[src/rtl/afnd_pkg.sv]
`default_nettype none
// -----------------------------------------------------------------------------
// afnd_pkg
// Shared types and constants of the aspect-fit nearest downscaler.
// -----------------------------------------------------------------------------
package afnd_pkg;

    localparam int DIM_W      = 13;
    localparam int PIX_W      = 32;
    localparam int PROD_W     = 2 * DIM_W;
    localparam int CFG_IDX_W  = 1;
    localparam int IN_DEPTH_DEF  = 4;
    localparam int OUT_DEPTH_DEF = 2;

    localparam logic [DIM_W-1:0] MAX_DIM      = 13'd4096;
    localparam logic [DIM_W-1:0] RESET_MAX_W  = 13'd1280;
    localparam logic [DIM_W-1:0] RESET_MAX_H  = 13'd720;
    localparam logic [PIX_W-1:0] ALPHA_ONES   = 32'hFF000000;

    typedef enum logic [CFG_IDX_W-1:0] {
        REG_MAX_OUT_WIDTH  = 1'b0,
        REG_MAX_OUT_HEIGHT = 1'b1
    } cfg_reg_t;

    typedef enum logic [3:0] {
        S_FETCH,
        S_MUL,
        S_FIT,
        S_FIT_WAIT,
        S_COL_DIV,
        S_COL_WAIT,
        S_ROW_DIV,
        S_ROW_WAIT,
        S_PROC
    } seq_state_t;

    typedef struct packed {
        logic              start;
        logic [PROD_W-1:0] dividend;
        logic [DIM_W-1:0]  divisor;
    } div_req_t;

    typedef struct packed {
        logic             done;
        logic [DIM_W-1:0] quot;
        logic [DIM_W-1:0] rem;
    } div_rsp_t;

endpackage
`default_nettype wire

[src/rtl/afnd_fifo.sv]
`default_nettype none
// -----------------------------------------------------------------------------
// afnd_fifo
// Small show-ahead queue built from registers.
// -----------------------------------------------------------------------------
module afnd_fifo #(
    parameter int WIDTH = 8,
    parameter int DEPTH = 2
) (
    input  wire logic             clk,
    input  wire logic             rst_n,
    input  wire logic             wr_en,
    input  wire logic [WIDTH-1:0] wr_data,
    output logic                  full,
    input  wire logic             rd_en,
    output logic [WIDTH-1:0]      rd_data,
    output logic                  empty
);

    localparam int PTR_W = (DEPTH > 1) ? $clog2(DEPTH) : 1;
    localparam int CNT_W = $clog2(DEPTH + 1);

    logic [WIDTH-1:0] mem_reg [DEPTH];
    logic [PTR_W-1:0] wr_ptr_reg, wr_ptr_next;
    logic [PTR_W-1:0] rd_ptr_reg, rd_ptr_next;
    logic [CNT_W-1:0] count_reg, count_next;
    logic             do_wr, do_rd;

    assign full    = (count_reg == CNT_W'(DEPTH));
    assign empty   = (count_reg == '0);
    assign do_wr   = wr_en && !full;
    assign do_rd   = rd_en && !empty;
    assign rd_data = mem_reg[rd_ptr_reg];

    always_comb
    begin
        wr_ptr_next = wr_ptr_reg;
        rd_ptr_next = rd_ptr_reg;
        count_next  = count_reg;
        if (do_wr)
        begin
            wr_ptr_next = (wr_ptr_reg == PTR_W'(DEPTH - 1)) ? '0 : wr_ptr_reg + 1'b1;
        end
        if (do_rd)
        begin
            rd_ptr_next = (rd_ptr_reg == PTR_W'(DEPTH - 1)) ? '0 : rd_ptr_reg + 1'b1;
        end
        if (do_wr && !do_rd)
        begin
            count_next = count_reg + 1'b1;
        end
        else if (do_rd && !do_wr)
        begin
            count_next = count_reg - 1'b1;
        end
    end

    always_ff @(posedge clk or negedge rst_n)
    begin
        if (!rst_n)
        begin
            wr_ptr_reg <= '0;
            rd_ptr_reg <= '0;
            count_reg  <= '0;
        end
        else
        begin
            wr_ptr_reg <= wr_ptr_next;
            rd_ptr_reg <= rd_ptr_next;
            count_reg  <= count_next;
        end
    end

    always_ff @(posedge clk)
    begin
        if (do_wr)
        begin
            mem_reg[wr_ptr_reg] <= wr_data;
        end
    end

endmodule
`default_nettype wire

[src/rtl/afnd_div.sv]
`default_nettype none
// -----------------------------------------------------------------------------
// afnd_div
// Restoring divider, one quotient bit per cycle, for per-frame setup.
// -----------------------------------------------------------------------------
module afnd_div
    import afnd_pkg::*;
(
    input  wire logic     clk,
    input  wire logic     rst_n,
    input  wire div_req_t req,
    output div_rsp_t      rsp
);

    localparam int STEP_W = $clog2(PROD_W);

    logic [PROD_W-1:0] quo_reg, quo_next;
    logic [DIM_W-1:0]  rem_reg, rem_next;
    logic [DIM_W-1:0]  dvs_reg, dvs_next;
    logic [STEP_W-1:0] step_reg, step_next;
    logic              busy_reg, busy_next;
    logic              done_reg, done_next;
    logic [DIM_W:0]    acc;
    logic [DIM_W:0]    diff;

    assign acc  = {rem_reg, quo_reg[PROD_W-1]};
    assign diff = acc - {1'b0, dvs_reg};

    always_comb
    begin
        quo_next  = quo_reg;
        rem_next  = rem_reg;
        dvs_next  = dvs_reg;
        step_next = step_reg;
        busy_next = busy_reg;
        done_next = 1'b0;
        if (req.start)
        begin
            quo_next  = req.dividend;
            rem_next  = '0;
            dvs_next  = req.divisor;
            step_next = '0;
            busy_next = 1'b1;
        end
        else if (busy_reg)
        begin
            if (acc >= {1'b0, dvs_reg})
            begin
                rem_next = diff[DIM_W-1:0];
                quo_next = {quo_reg[PROD_W-2:0], 1'b1};
            end
            else
            begin
                rem_next = acc[DIM_W-1:0];
                quo_next = {quo_reg[PROD_W-2:0], 1'b0};
            end
            step_next = step_reg + 1'b1;
            if (step_reg == STEP_W'(PROD_W - 1))
            begin
                busy_next = 1'b0;
                done_next = 1'b1;
            end
        end
    end

    always_ff @(posedge clk or negedge rst_n)
    begin
        if (!rst_n)
        begin
            busy_reg <= 1'b0;
            done_reg <= 1'b0;
            step_reg <= '0;
        end
        else
        begin
            busy_reg <= busy_next;
            done_reg <= done_next;
            step_reg <= step_next;
        end
    end

    always_ff @(posedge clk)
    begin
        quo_reg <= quo_next;
        rem_reg <= rem_next;
        dvs_reg <= dvs_next;
    end

    assign rsp.done = done_reg;
    assign rsp.quot = quo_reg[DIM_W-1:0];
    assign rsp.rem  = rem_reg;

endmodule
`default_nettype wire

[src/rtl/afnd_seq.sv]
`default_nettype none
// -----------------------------------------------------------------------------
// afnd_seq
// Back-end sequencer: per-frame fit and step setup, then pixel selection.
// -----------------------------------------------------------------------------
module afnd_seq
    import afnd_pkg::*;
(
    input  wire logic                 clk,
    input  wire logic                 rst_n,
    input  wire logic                 cfg_write,
    input  wire logic [CFG_IDX_W-1:0] cfg_index,
    input  wire logic [DIM_W-1:0]     cfg_data,
    input  wire logic                 in_empty,
    output logic                      in_pop,
    input  wire logic [PIX_W-1:0]     in_pixel,
    input  wire logic [DIM_W-1:0]     in_width,
    input  wire logic [DIM_W-1:0]     in_height,
    input  wire logic                 in_sof,
    input  wire logic                 out_full,
    output logic                      out_push,
    output logic [PIX_W-1:0]          res_pixel,
    output logic [DIM_W-1:0]          res_width,
    output logic [DIM_W-1:0]          res_height,
    output logic                      res_eor,
    output logic                      res_last,
    output div_req_t                  div_req,
    input  wire div_rsp_t             div_rsp
);

    seq_state_t state_reg, state_next;

    logic [DIM_W-1:0]  max_w_reg, max_h_reg;
    logic [PIX_W-1:0]  pix_reg, pix_next;
    logic [DIM_W-1:0]  src_w_reg, src_w_next, src_h_reg, src_h_next;
    logic [DIM_W-1:0]  dst_w_reg, dst_w_next, dst_h_reg, dst_h_next;
    logic [DIM_W-1:0]  src_col_reg, src_col_next, src_row_reg, src_row_next;
    logic [DIM_W:0]    want_col_reg, want_col_next, want_row_reg, want_row_next;
    logic [DIM_W:0]    col_rem_reg, col_rem_next, row_rem_reg, row_rem_next;
    logic [DIM_W-1:0]  col_whole_reg, col_whole_next, col_frac_reg, col_frac_next;
    logic [DIM_W-1:0]  row_whole_reg, row_whole_next, row_frac_reg, row_frac_next;
    logic [DIM_W-1:0]  dst_col_reg, dst_col_next, dst_row_reg, dst_row_next;
    logic              active_reg, active_next;
    logic [PROD_W-1:0] pw_reg, pw_next, ph_reg, ph_next;
    logic              wide_reg, wide_next;

    logic [DIM_W-1:0]  cfg_val;
    logic              start_ok;
    logic              oversized;
    logic              wide_cmp;
    logic              row_taken;
    logic              hit;
    logic              do_step;
    logic [DIM_W:0]    col_sum, row_sum;
    logic [DIM_W:0]    want_col_adv, want_row_adv;
    logic [DIM_W-1:0]  quot_min1;

    assign cfg_val   = (cfg_data == '0) ? DIM_W'(1) : cfg_data;
    assign start_ok  = (in_width != '0) && (in_height != '0);
    assign oversized = (src_w_reg > max_w_reg) || (src_h_reg > max_h_reg);
    assign wide_cmp  = (pw_reg > ph_reg);
    assign row_taken = ({1'b0, src_row_reg} == want_row_reg);
    assign hit       = row_taken && ({1'b0, src_col_reg} == want_col_reg);
    assign do_step   = (state_reg == S_PROC) && !out_full && active_reg;
    assign col_sum   = col_rem_reg + {1'b0, col_frac_reg};
    assign row_sum   = row_rem_reg + {1'b0, row_frac_reg};
    assign want_col_adv = want_col_reg + {1'b0, col_whole_reg};
    assign want_row_adv = want_row_reg + {1'b0, row_whole_reg};
    assign quot_min1 = (div_rsp.quot == '0) ? DIM_W'(1) : div_rsp.quot;

    always_comb
    begin
        state_next = state_reg;
        unique case (state_reg)
            S_FETCH:
            begin
                if (!in_empty)
                begin
                    state_next = (in_sof && start_ok) ? S_MUL : S_PROC;
                end
            end
            S_MUL:      state_next = S_FIT;
            S_FIT:      state_next = oversized ? S_FIT_WAIT : S_COL_DIV;
            S_FIT_WAIT: state_next = div_rsp.done ? S_COL_DIV : S_FIT_WAIT;
            S_COL_DIV:  state_next = S_COL_WAIT;
            S_COL_WAIT: state_next = div_rsp.done ? S_ROW_DIV : S_COL_WAIT;
            S_ROW_DIV:  state_next = S_ROW_WAIT;
            S_ROW_WAIT: state_next = div_rsp.done ? S_PROC : S_ROW_WAIT;
            S_PROC:     state_next = out_full ? S_PROC : S_FETCH;
            default:    state_next = S_FETCH;
        endcase
    end

    always_comb
    begin
        in_pop           = (state_reg == S_FETCH) && !in_empty;
        out_push         = do_step && hit;
        div_req.start    = 1'b0;
        div_req.dividend = '0;
        div_req.divisor  = DIM_W'(1);
        unique case (state_reg)
            S_FIT:
            begin
                div_req.start    = oversized;
                div_req.dividend = wide_cmp ? ph_reg : pw_reg;
                div_req.divisor  = wide_cmp ? src_w_reg : src_h_reg;
            end
            S_COL_DIV:
            begin
                div_req.start    = 1'b1;
                div_req.dividend = PROD_W'(src_w_reg);
                div_req.divisor  = dst_w_reg;
            end
            S_ROW_DIV:
            begin
                div_req.start    = 1'b1;
                div_req.dividend = PROD_W'(src_h_reg);
                div_req.divisor  = dst_h_reg;
            end
            default:
            begin
            end
        endcase
        res_pixel  = pix_reg | ALPHA_ONES;
        res_width  = dst_w_reg;
        res_height = dst_h_reg;
        res_eor    = ((dst_col_reg + 1'b1) == dst_w_reg);
        res_last   = res_eor && ((dst_row_reg + 1'b1) == dst_h_reg);
    end

    always_comb
    begin
        pix_next       = pix_reg;
        src_w_next     = src_w_reg;
        src_h_next     = src_h_reg;
        dst_w_next     = dst_w_reg;
        dst_h_next     = dst_h_reg;
        src_col_next   = src_col_reg;
        src_row_next   = src_row_reg;
        want_col_next  = want_col_reg;
        want_row_next  = want_row_reg;
        col_rem_next   = col_rem_reg;
        row_rem_next   = row_rem_reg;
        col_whole_next = col_whole_reg;
        col_frac_next  = col_frac_reg;
        row_whole_next = row_whole_reg;
        row_frac_next  = row_frac_reg;
        dst_col_next   = dst_col_reg;
        dst_row_next   = dst_row_reg;
        active_next    = active_reg;
        pw_next        = pw_reg;
        ph_next        = ph_reg;
        wide_next      = wide_reg;
        case (state_reg)
            S_FETCH:
            begin
                if (!in_empty)
                begin
                    pix_next = in_pixel;
                    if (in_sof)
                    begin
                        src_w_next    = (in_width > MAX_DIM) ? MAX_DIM : in_width;
                        src_h_next    = (in_height > MAX_DIM) ? MAX_DIM : in_height;
                        active_next   = start_ok;
                        src_col_next  = '0;
                        src_row_next  = '0;
                        dst_row_next  = '0;
                        want_row_next = '0;
                        row_rem_next  = '0;
                        want_col_next = '0;
                        col_rem_next  = '0;
                        dst_col_next  = '0;
                    end
                end
            end
            S_MUL:
            begin
                pw_next = src_w_reg * max_h_reg;
                ph_next = src_h_reg * max_w_reg;
            end
            S_FIT:
            begin
                wide_next = wide_cmp;
                if (!oversized)
                begin
                    dst_w_next = src_w_reg;
                    dst_h_next = src_h_reg;
                end
                else if (wide_cmp)
                begin
                    dst_w_next = max_w_reg;
                end
                else
                begin
                    dst_h_next = max_h_reg;
                end
            end
            S_FIT_WAIT:
            begin
                if (div_rsp.done)
                begin
                    if (wide_reg)
                    begin
                        dst_h_next = quot_min1;
                    end
                    else
                    begin
                        dst_w_next = quot_min1;
                    end
                end
            end
            S_COL_WAIT:
            begin
                if (div_rsp.done)
                begin
                    col_whole_next = div_rsp.quot;
                    col_frac_next  = div_rsp.rem;
                end
            end
            S_ROW_WAIT:
            begin
                if (div_rsp.done)
                begin
                    row_whole_next = div_rsp.quot;
                    row_frac_next  = div_rsp.rem;
                end
            end
            S_PROC:
            begin
                if (do_step)
                begin
                    if (hit)
                    begin
                        if (col_sum >= {1'b0, dst_w_reg})
                        begin
                            col_rem_next  = col_sum - {1'b0, dst_w_reg};
                            want_col_next = want_col_adv + 1'b1;
                        end
                        else
                        begin
                            col_rem_next  = col_sum;
                            want_col_next = want_col_adv;
                        end
                        dst_col_next = dst_col_reg + 1'b1;
                    end
                    if (({1'b0, src_col_reg} + 1'b1) < {1'b0, src_w_reg})
                    begin
                        src_col_next = src_col_reg + 1'b1;
                    end
                    else
                    begin
                        src_col_next  = '0;
                        want_col_next = '0;
                        col_rem_next  = '0;
                        dst_col_next  = '0;
                        if (row_taken)
                        begin
                            if (row_sum >= {1'b0, dst_h_reg})
                            begin
                                row_rem_next  = row_sum - {1'b0, dst_h_reg};
                                want_row_next = want_row_adv + 1'b1;
                            end
                            else
                            begin
                                row_rem_next  = row_sum;
                                want_row_next = want_row_adv;
                            end
                            dst_row_next = dst_row_reg + 1'b1;
                        end
                        src_row_next = src_row_reg + 1'b1;
                        if (({1'b0, src_row_reg} + 1'b1) >= {1'b0, src_h_reg})
                        begin
                            active_next = 1'b0;
                        end
                    end
                end
            end
            default:
            begin
            end
        endcase
    end

    always_ff @(posedge clk or negedge rst_n)
    begin
        if (!rst_n)
        begin
            state_reg     <= S_FETCH;
            max_w_reg     <= RESET_MAX_W;
            max_h_reg     <= RESET_MAX_H;
            src_w_reg     <= '0;
            src_h_reg     <= '0;
            dst_w_reg     <= '0;
            dst_h_reg     <= '0;
            src_col_reg   <= '0;
            src_row_reg   <= '0;
            want_col_reg  <= '0;
            want_row_reg  <= '0;
            col_rem_reg   <= '0;
            row_rem_reg   <= '0;
            col_whole_reg <= '0;
            col_frac_reg  <= '0;
            row_whole_reg <= '0;
            row_frac_reg  <= '0;
            dst_col_reg   <= '0;
            dst_row_reg   <= '0;
            active_reg    <= 1'b0;
            wide_reg      <= 1'b0;
        end
        else
        begin
            state_reg     <= state_next;
            if (cfg_write)
            begin
                unique case (cfg_reg_t'(cfg_index))
                    REG_MAX_OUT_WIDTH:  max_w_reg <= cfg_val;
                    REG_MAX_OUT_HEIGHT: max_h_reg <= cfg_val;
                    default:
                    begin
                    end
                endcase
            end
            src_w_reg     <= src_w_next;
            src_h_reg     <= src_h_next;
            dst_w_reg     <= dst_w_next;
            dst_h_reg     <= dst_h_next;
            src_col_reg   <= src_col_next;
            src_row_reg   <= src_row_next;
            want_col_reg  <= want_col_next;
            want_row_reg  <= want_row_next;
            col_rem_reg   <= col_rem_next;
            row_rem_reg   <= row_rem_next;
            col_whole_reg <= col_whole_next;
            col_frac_reg  <= col_frac_next;
            row_whole_reg <= row_whole_next;
            row_frac_reg  <= row_frac_next;
            dst_col_reg   <= dst_col_next;
            dst_row_reg   <= dst_row_next;
            active_reg    <= active_next;
            wide_reg      <= wide_next;
        end
    end

    always_ff @(posedge clk)
    begin
        pix_reg <= pix_next;
        pw_reg  <= pw_next;
        ph_reg  <= ph_next;
    end

endmodule
`default_nettype wire

[src/rtl/aspect_fit_nearest_downscaler_core.sv]
`default_nettype none
// -----------------------------------------------------------------------------
// aspect_fit_nearest_downscaler_core
// Nearest-neighbor downscaler that fits each frame inside a programmable box.
// Path: a pushed pixel passes through the input queue, the sequencer's fetch and
// process states and the output queue; a start-of-frame pixel of a nonzero frame
// first waits for three 26-step divisions, or two when the frame fits the box.
// The fetch/process sequencer takes one pixel at a time and stalls on a full output queue.
// Reset: queues empty, no frame active, box limits 1280 x 720.
// -----------------------------------------------------------------------------
module aspect_fit_nearest_downscaler_core
    import afnd_pkg::*;
#(
    parameter int IN_DEPTH  = IN_DEPTH_DEF,
    parameter int OUT_DEPTH = OUT_DEPTH_DEF
) (
    input  wire logic                 clk,
    input  wire logic                 rst_n,
    input  wire logic                 cfg_write,
    input  wire logic [CFG_IDX_W-1:0] cfg_index,
    input  wire logic [DIM_W-1:0]     cfg_data,
    input  wire logic                 push,
    output logic                      full,
    input  wire logic [PIX_W-1:0]     src_pixel,
    input  wire logic [DIM_W-1:0]     frame_width,
    input  wire logic [DIM_W-1:0]     frame_height,
    input  wire logic                 start_of_frame,
    output logic                      empty,
    input  wire logic                 pop,
    output logic [PIX_W-1:0]          out_pixel,
    output logic [DIM_W-1:0]          out_width,
    output logic [DIM_W-1:0]          out_height,
    output logic                      end_of_row,
    output logic                      last_of_frame
);

    localparam int IN_W  = PIX_W + 2 * DIM_W + 1;
    localparam int OUT_W = PIX_W + 2 * DIM_W + 2;

    logic [IN_W-1:0]  in_wdata, in_rdata;
    logic [OUT_W-1:0] out_wdata, out_rdata;
    logic             in_empty, in_pop;
    logic             out_full, out_push;
    logic [PIX_W-1:0] res_pixel;
    logic [DIM_W-1:0] res_width, res_height;
    logic             res_eor, res_last;
    div_req_t         div_req;
    div_rsp_t         div_rsp;

    assign in_wdata = {src_pixel, frame_width, frame_height, start_of_frame};

    afnd_fifo #(.WIDTH(IN_W), .DEPTH(IN_DEPTH)) u_in_q (
        .clk     (clk),
        .rst_n   (rst_n),
        .wr_en   (push),
        .wr_data (in_wdata),
        .full    (full),
        .rd_en   (in_pop),
        .rd_data (in_rdata),
        .empty   (in_empty)
    );

    afnd_div u_div (
        .clk   (clk),
        .rst_n (rst_n),
        .req   (div_req),
        .rsp   (div_rsp)
    );

    afnd_seq u_seq (
        .clk        (clk),
        .rst_n      (rst_n),
        .cfg_write  (cfg_write),
        .cfg_index  (cfg_index),
        .cfg_data   (cfg_data),
        .in_empty   (in_empty),
        .in_pop     (in_pop),
        .in_pixel   (in_rdata[IN_W-1 -: PIX_W]),
        .in_width   (in_rdata[2*DIM_W -: DIM_W]),
        .in_height  (in_rdata[DIM_W -: DIM_W]),
        .in_sof     (in_rdata[0]),
        .out_full   (out_full),
        .out_push   (out_push),
        .res_pixel  (res_pixel),
        .res_width  (res_width),
        .res_height (res_height),
        .res_eor    (res_eor),
        .res_last   (res_last),
        .div_req    (div_req),
        .div_rsp    (div_rsp)
    );

    assign out_wdata = {res_pixel, res_width, res_height, res_eor, res_last};

    afnd_fifo #(.WIDTH(OUT_W), .DEPTH(OUT_DEPTH)) u_out_q (
        .clk     (clk),
        .rst_n   (rst_n),
        .wr_en   (out_push),
        .wr_data (out_wdata),
        .full    (out_full),
        .rd_en   (pop),
        .rd_data (out_rdata),
        .empty   (empty)
    );

    assign out_pixel     = out_rdata[OUT_W-1 -: PIX_W];
    assign out_width     = out_rdata[2*DIM_W+1 -: DIM_W];
    assign out_height    = out_rdata[DIM_W+1 -: DIM_W];
    assign end_of_row    = out_rdata[1];
    assign last_of_frame = out_rdata[0];

endmodule
`default_nettype wire

[config.mk]
export PLATFORM = sky130hd
export DESIGN_NAME = aspect_fit_nearest_downscaler_core
export DESIGN_NICKNAME = d
export VERILOG_FILES = /design/src/rtl/afnd_pkg.sv /design/src/rtl/afnd_fifo.sv /design/src/rtl/afnd_div.sv /design/src/rtl/afnd_seq.sv /design/src/rtl/aspect_fit_nearest_downscaler_core.sv
export SDC_FILE = /design/constraint.sdc
export NUM_CORES = 2
export LEC_CHECK = 0
export BUFFER_PORTS_ARGS = -buffer_cell sky130_fd_sc_hd__buf_2
export CAP_MARGIN = 20
export CELL_PAD_IN_SITES_DETAIL_PLACEMENT = 0
export CELL_PAD_IN_SITES_GLOBAL_PLACEMENT = 1
export CORE_UTILIZATION = 35
export CTS_BUF_LIST = sky130_fd_sc_hd__clkbuf_4
export DETAILED_ROUTE_END_ITERATION = 8
export PLACE_DENSITY = 0.62
export RECOVER_POWER = 100
export SLEW_MARGIN = 40
export SYNTH_ARGS = -nofsm -noshare
export SYNTH_HDL_FRONTEND = slang
export SYNTH_SLANG_ARGS = --single-unit
export TNS_END_PERCENT = 30
[constraint.sdc]
create_clock -name clk -period 16.2 [get_ports clk]
set_clock_uncertainty 0.05 [all_clocks]
set_input_delay 1.62 -clock clk [delete_from_list [all_inputs] [get_ports clk]]
set_output_delay 1.62 -clock clk [all_outputs]
set_load 0.01 [all_outputs]
=== After elaboration in Yosys (flattened, before gate mapping) ===
Memory sizes are Yosys's and may differ from the RTL's.
Cells that the tools add are included.

* Bits in registers: 390
* Bits of input ports: 78
* Memories: 2
* RAM bits: 340

{| class="wikitable"
|+ Memory list
! name !! words !! bits a word !! rd ports !! clocked after Yosys merged registers in !! write ports !! RTL line !! text
|-
| u_in_q.mem_reg || 4 || 59 || 1 || 0 || 1 || afnd_fifo.sv:23 || <nowiki>logic [WIDTH-1:0] mem_reg [DEPTH];</nowiki>
|-
| u_out_q.mem_reg || 2 || 52 || 1 || 0 || 1 || afnd_fifo.sv:23 ||
|}

* Multipliers: 2
* Add/subtract/negate cells: 24
* Bitwise gates (word level): 2
* Eq/ne operators: 29
* Order comparisons: 10
* Reductions and logical operators: 50
* Muxes and demuxes: 93

{| class="wikitable"
|+ Operator list
! cell !! count
|-
| $mux 13 || 26
|-
| $mux 14 || 18
|-
| $pmux 13 s2 || 6
|-
| $pmux 40 s3 || 1
|-
| $pmux 14 s2 || 4
|-
| $mux 26 || 3
|-
| $add 14x13->14 || 4
|-
| $ge 14x13->1 || 4
|-
| $add 13x1->13 const B || 4
|-
| $mul 13x13->26 || 2
|-
| $pmux 4 s9 || 1
|-
| $add 13x1->14 const B || 2
|-
| $add 14x1->14 const B || 2
|-
| $eq 13x14->1 || 2
|-
| $sub 14x13->14 || 2
|-
| $eq 13x13->1 || 2
|-
| $gt 13x13->1 || 2
|-
| $gt 13x13->1 const B || 2
|-
| $gt 26x26->1 || 1
|-
| $logic_not 13->1 || 2
|-
| $reduce_bool 13->1 || 2
|-
| $mux 1 || 18
|-
| $eq 4x3->1 const B || 4
|-
| $logic_and 1x1->1 || 16
|-
| other kinds (35) || 80
|}

=== Depth between registers and ports, before layout ===
* Depth after elaboration: 10
* Mapped depth: 22
* Gate-level depth less buffers: 21

=== Cells and area by module ===
Synthesis repeated with hierarchy kept, for this count alone.

* Cells, all modules: 4298
* Area total of the unflattened synthesis: 48754.3 um2

{| class="wikitable"
|+ By module, submodules not included
! module !! area each (um2) !! cells each !! instances
|-
| afnd_seq || 31556.5 || 3455 || 1
|-
| afnd_fifo (u_in_q) || 9037.4 || 346 || 1
|-
| afnd_fifo (u_out_q) || 4828.4 || 206 || 1
|-
| afnd_div || 3331.9 || 291 || 1
|}

=== Least setup slack after synthesis ===
Ideal clock, no wire load.

* Path kind: register to register
* From: reg u_seq.src_row_reg[6]
* To: mem u_out_q.mem_reg[0][0] (netlist bit) (enable)
* Data arrival time: 5.406 ns
* Cell stages (with the launch flop): 9
* Required time: 15.624 ns
* Path slack: 10.219 ns
* Buffers on the path: 1
* Cells stage by stage: dfrtp_1 clkbuf_1 xnor2_1 nand4_1 nor3_1 nand3_1 nor4_1 inv_1 nor3_1

* Longest elaborated chain between the ends: 6

{| class="wikitable"
|+ Ends and longest elaborated chain
! what !! RTL line !! text
|-
| start: declaration || afnd_seq.sv:37 || <nowiki>logic [DIM_W-1:0] src_col_reg, src_col_next, src_row_reg, src_row_next;</nowiki>
|-
| start signal: assignment || afnd_seq.sv:328 || <nowiki>src_row_reg <= src_row_next;</nowiki>
|-
| $eq 13x14->1 || afnd_seq.sv:62 || <nowiki>assign row_taken = ({1'b0, src_row_reg} == want_row_reg);</nowiki>
|-
| $logic_and 1x1->1 || afnd_seq.sv:63 || <nowiki>assign hit = row_taken && ({1'b0, src_col_reg} == want_col_reg);</nowiki>
|-
| $logic_and 1x1->1 || afnd_seq.sv:97 || <nowiki>out_push = do_step && hit;</nowiki>
|-
| $logic_and 1x1->1 || afnd_fifo.sv:31 || <nowiki>assign do_wr = wr_en && !full;</nowiki>
|-
| $mux 1 || afnd_fifo.sv:76 || <nowiki>if (do_wr)</nowiki>
|-
| $mux 1 (implied by the code) || afnd_fifo.sv:78 || <nowiki>mem_reg[wr_ptr_reg] <= wr_data;</nowiki>
|-
| end: declaration || afnd_fifo.sv:23 ||
|}

No other way between the ends.

==> implementation parameters <==
Parameter                              Value

STA
  Worst slew margin relative to its limit    -1.91
  Setup repair after global routing missed its margin    false
  Minimum period implied by the final worst setup slack    about 8.4 ns
  Setup TNS    0 ns
  Worst hold slack    approximately 0.36 ns
  Fmax    approximately 0.12 GHz
  Setup violations, final    0
  Worst Max-Slew Pin Slew    4.36 ns
  Slew Limit Fails    roughly 1100
  Worst-case setup margin in the final layout    roughly 7.8 ns
  Count of final hold-check violations    0
  Period utilization    0.517

Drt
  Final wirelength    about 140000 µm
  Routed length per instance    roughly 21 µm
  Via count of the routed design    about 33000
  Average via count per standard cell    about 5
  Count of unresolved DRC violations after routing    0
  Count of routing violations after the opening detailed-route iteration    approximately 2300
  Detailed-routing iteration count for the pre-antenna-repair pass    5
  Remaining number of nets flagged by the antenna check after routing    0

Die
  Starting density of the core    0.355
  Die height    between 300 and 400 µm
  Total I/O pin count    140
  Full die area    between 100000 and 150000 µm²
  Row Count    about 130
  Chip width    around 370 µm
  Area of the core    between 100000 and 150000 µm²

Place
  Final RePlAce weighted congestion    ~0.88
  Sum of net half-perimeters after detailed placement    97500 µm
  Number of cells after detailed placement    ~6000
  Number of port buffers    around 120
  Post-placement setup slack    between 9 and 10 ns

Yosys
  Average size of a mapped cell    between 10 and 15 µm²
  Post-synthesis async set-or-reset flop share    0.375
  Portion of the post-synthesis area used by sequential elements    0.423
  Post-synth EDFFs    around 420
  Gate Count Post-Synth    around 4300
  Top cells by area, synth    sky130_fd_sc_hd__edfxtp_1 28%, sky130_fd_sc_hd__dfrtp_1 14%, sky130_fd_sc_hd__fa_1 11%
  Most common cell in the synthesized netlist    sky130_fd_sc_hd__inv_1
  Synthesis warning total    0
  Post-synth top area cell    sky130_fd_sc_hd__edfxtp_1
  Most used standard cells in the synthesized netlist    475 x sky130_fd_sc_hd__inv_1, 423 x sky130_fd_sc_hd__edfxtp_1, 401 x sky130_fd_sc_hd__nand2_1
  Cell area after synthesis    46200 µm²
  Area share of the leading cell type in the synthesized netlist    0.275
  Post-synth cell types    slightly below 90
  Leading register cell type out of synthesis    sky130_fd_sc_hd__edfxtp_1
  Number of synthesized register bits    698

Global route
  Global router's overall resource usage    0.205
  GR Util met1    0.281
  Residual overflow from global routing    0
  Global routing met3 resource utilization    0.0404
  Via count of the first global-routing pass    about 33000
  Global routing usage on met2    0.327
  Pin count of the biggest net entering global routing    82
  Wire length of the first global-routing pass    around 200000 µm
  Number of antenna violations at the first check in global routing    13
  Layer with the highest usage after global routing    met2

Finish
  Net count reported at finish    ~5000
  Share of cells above drive strength 1    0.126
  Number of standard cells in the layout, taps in and fillers out    around 6400
  Area delta synth->final    10.6%
  Flip-flop count of the largest register after layout    between 200 and 250

Worst hold path
  Hold path cells    0
  Type of the worst min-delay path    flop to flop

Run
  Maxcap violations    25

Power
  Worst IR Drop VDD    0.176 mV
  P per Cell Area    201 nW/µm²
  Leakage power total    approximately 22 nW

Status
  Result of the run    complete, but fails checks
  Failing checks    capacitance limit, slew limit

Setup path
  Worst path arrival time    roughly 8.4 ns
  Number of cells on the worst reg-to-reg path    12
  Startpoint types    input pin
  CP max FO    67
  Setup crit end kind    async pin
  Required time of the worst setup path    approximately 16 ns
  Startpoint-to-endpoint class of the critical path    input pin to async pin

Clock tree
  Clock tree from TritonCTS    built
  CTS HTree Levels    4
  Post-CTS Setup Inserts    0
  Post-CTS resize count    0
  Inserted Clock Buffers    about 190
  Clk Latency, worst-skew pair    1.19 ns
  Buffer cell driving the clock tree root    sky130_fd_sc_hd__clkbuf_4
  Buffer levels on the longest clock path    3
  Count of hold-fix buffers inserted at cts    0
  Clock transition at the registers of the reported paths    0.07 ns
  Count of clock tree sinks    about 700
==> worst max-delay path: stages <==
cell and delay, ns:
sky130_fd_sc_hd__clkbuf_1 1.33, sky130_fd_sc_hd__clkbuf_1 2.49, sky130_fd_sc_hd__clkbuf_1 2.85
==> power breakdown <==
part           switching, mW  internal, mW
registers              0.413          2.53
clock network          0.819         0.795
logic                   3.47          2.23
total                   4.70          5.56
==> cells in the final DEF, fill, tap and decap left out, types with 137 or more instances in the layout <==
cell type,count
sky130_fd_sc_hd__nand2_1,401
sky130_fd_sc_hd__o21ai_0,208
sky130_fd_sc_hd__a21oi_1,169
sky130_fd_sc_hd__inv_1,475
sky130_fd_sc_hd__ha_1,325
sky130_fd_sc_hd__edfxtp_1,423
sky130_fd_sc_hd__clkbuf_1,137
sky130_fd_sc_hd__dfrtp_1,251
sky130_fd_sc_hd__clkbuf_4,268
sky130_fd_sc_hd__xnor2_1,147
sky130_fd_sc_hd__fa_1,250
sky130_fd_sc_hd__nor2_1,329
==> final cells by class <==
class | count | area, µm²
Fill cell | 13092 | 79100
Multi-Input combinational cell | 2888 | 24100
Sequential cell | 698 | 19500
Tap cell | 1742 | 2180
Clock buffer | 268 | 2010
Inverter | 496 | 1860
Timing Repair Buffer | 199 | 923
Clock inverter | 78 | 432
Antenna cell | 5 | 12.5
==> kinds of logic (layout without fill, tap and decap cells) <==
family                   Yosys count  count (layout)  synth area share
multiplexers                     246             246            0.0709
AND/OR/NAND/NOR                 1105            1105             0.108
AO/OA/AOI/OAI                    723             723             0.101
XOR/XNOR                         231             231            0.0438
other                              1              13         0.0000813
buffers and inverters            681            1041            0.0566
adder cells (fa/ha/maj)          575             575             0.197
flip-flops                       698             698             0.423
==> final timing paths <==
check                                          from                     end  slack (ns)
worst max register to register  u_in_q.count_reg[0]   u_seq.want_row_reg[9]        8.15
min in group asynchronous                     rst_n    u_seq.dst_col_reg[9]        0.97
worst max-delay path                          rst_n      u_seq.state_reg[1]        7.83
worst min-delay path              u_seq.pix_reg[11]  u_out_q.mem_reg[1][39]        0.36
worst min register to register    u_seq.pix_reg[11]  u_out_q.mem_reg[1][39]        0.36
max in group clk                u_in_q.count_reg[0]   u_seq.want_row_reg[9]        8.15
==> per-stage QoR <==
step / total power, mW / area (µm²) / util
floorplan: 6.86 / 46200 / -
global placement: 8.67 / 48800 / 0.375
detailed placement: 8.72 / 49000 / 0.376
CTS: 10.4 / 51400 / 0.395
global route: 11.2 / 51000 / 0.392
finish: 10.3 / 51000 / 0.392
==> routing by layer <==
layer / part of all wire / wire length [µm] / vias to the layer above
met4: 0.026 / 3470 / 16
li1: - / - / 15351
met1: 0.45 / 61600 / 16321
met2: 0.46 / 62400 / 921
met3: 0.060 / 8160 / 216
met5: 0.00073 / 99 / -
Note: power is estimated with default switching activity, not from simulation.
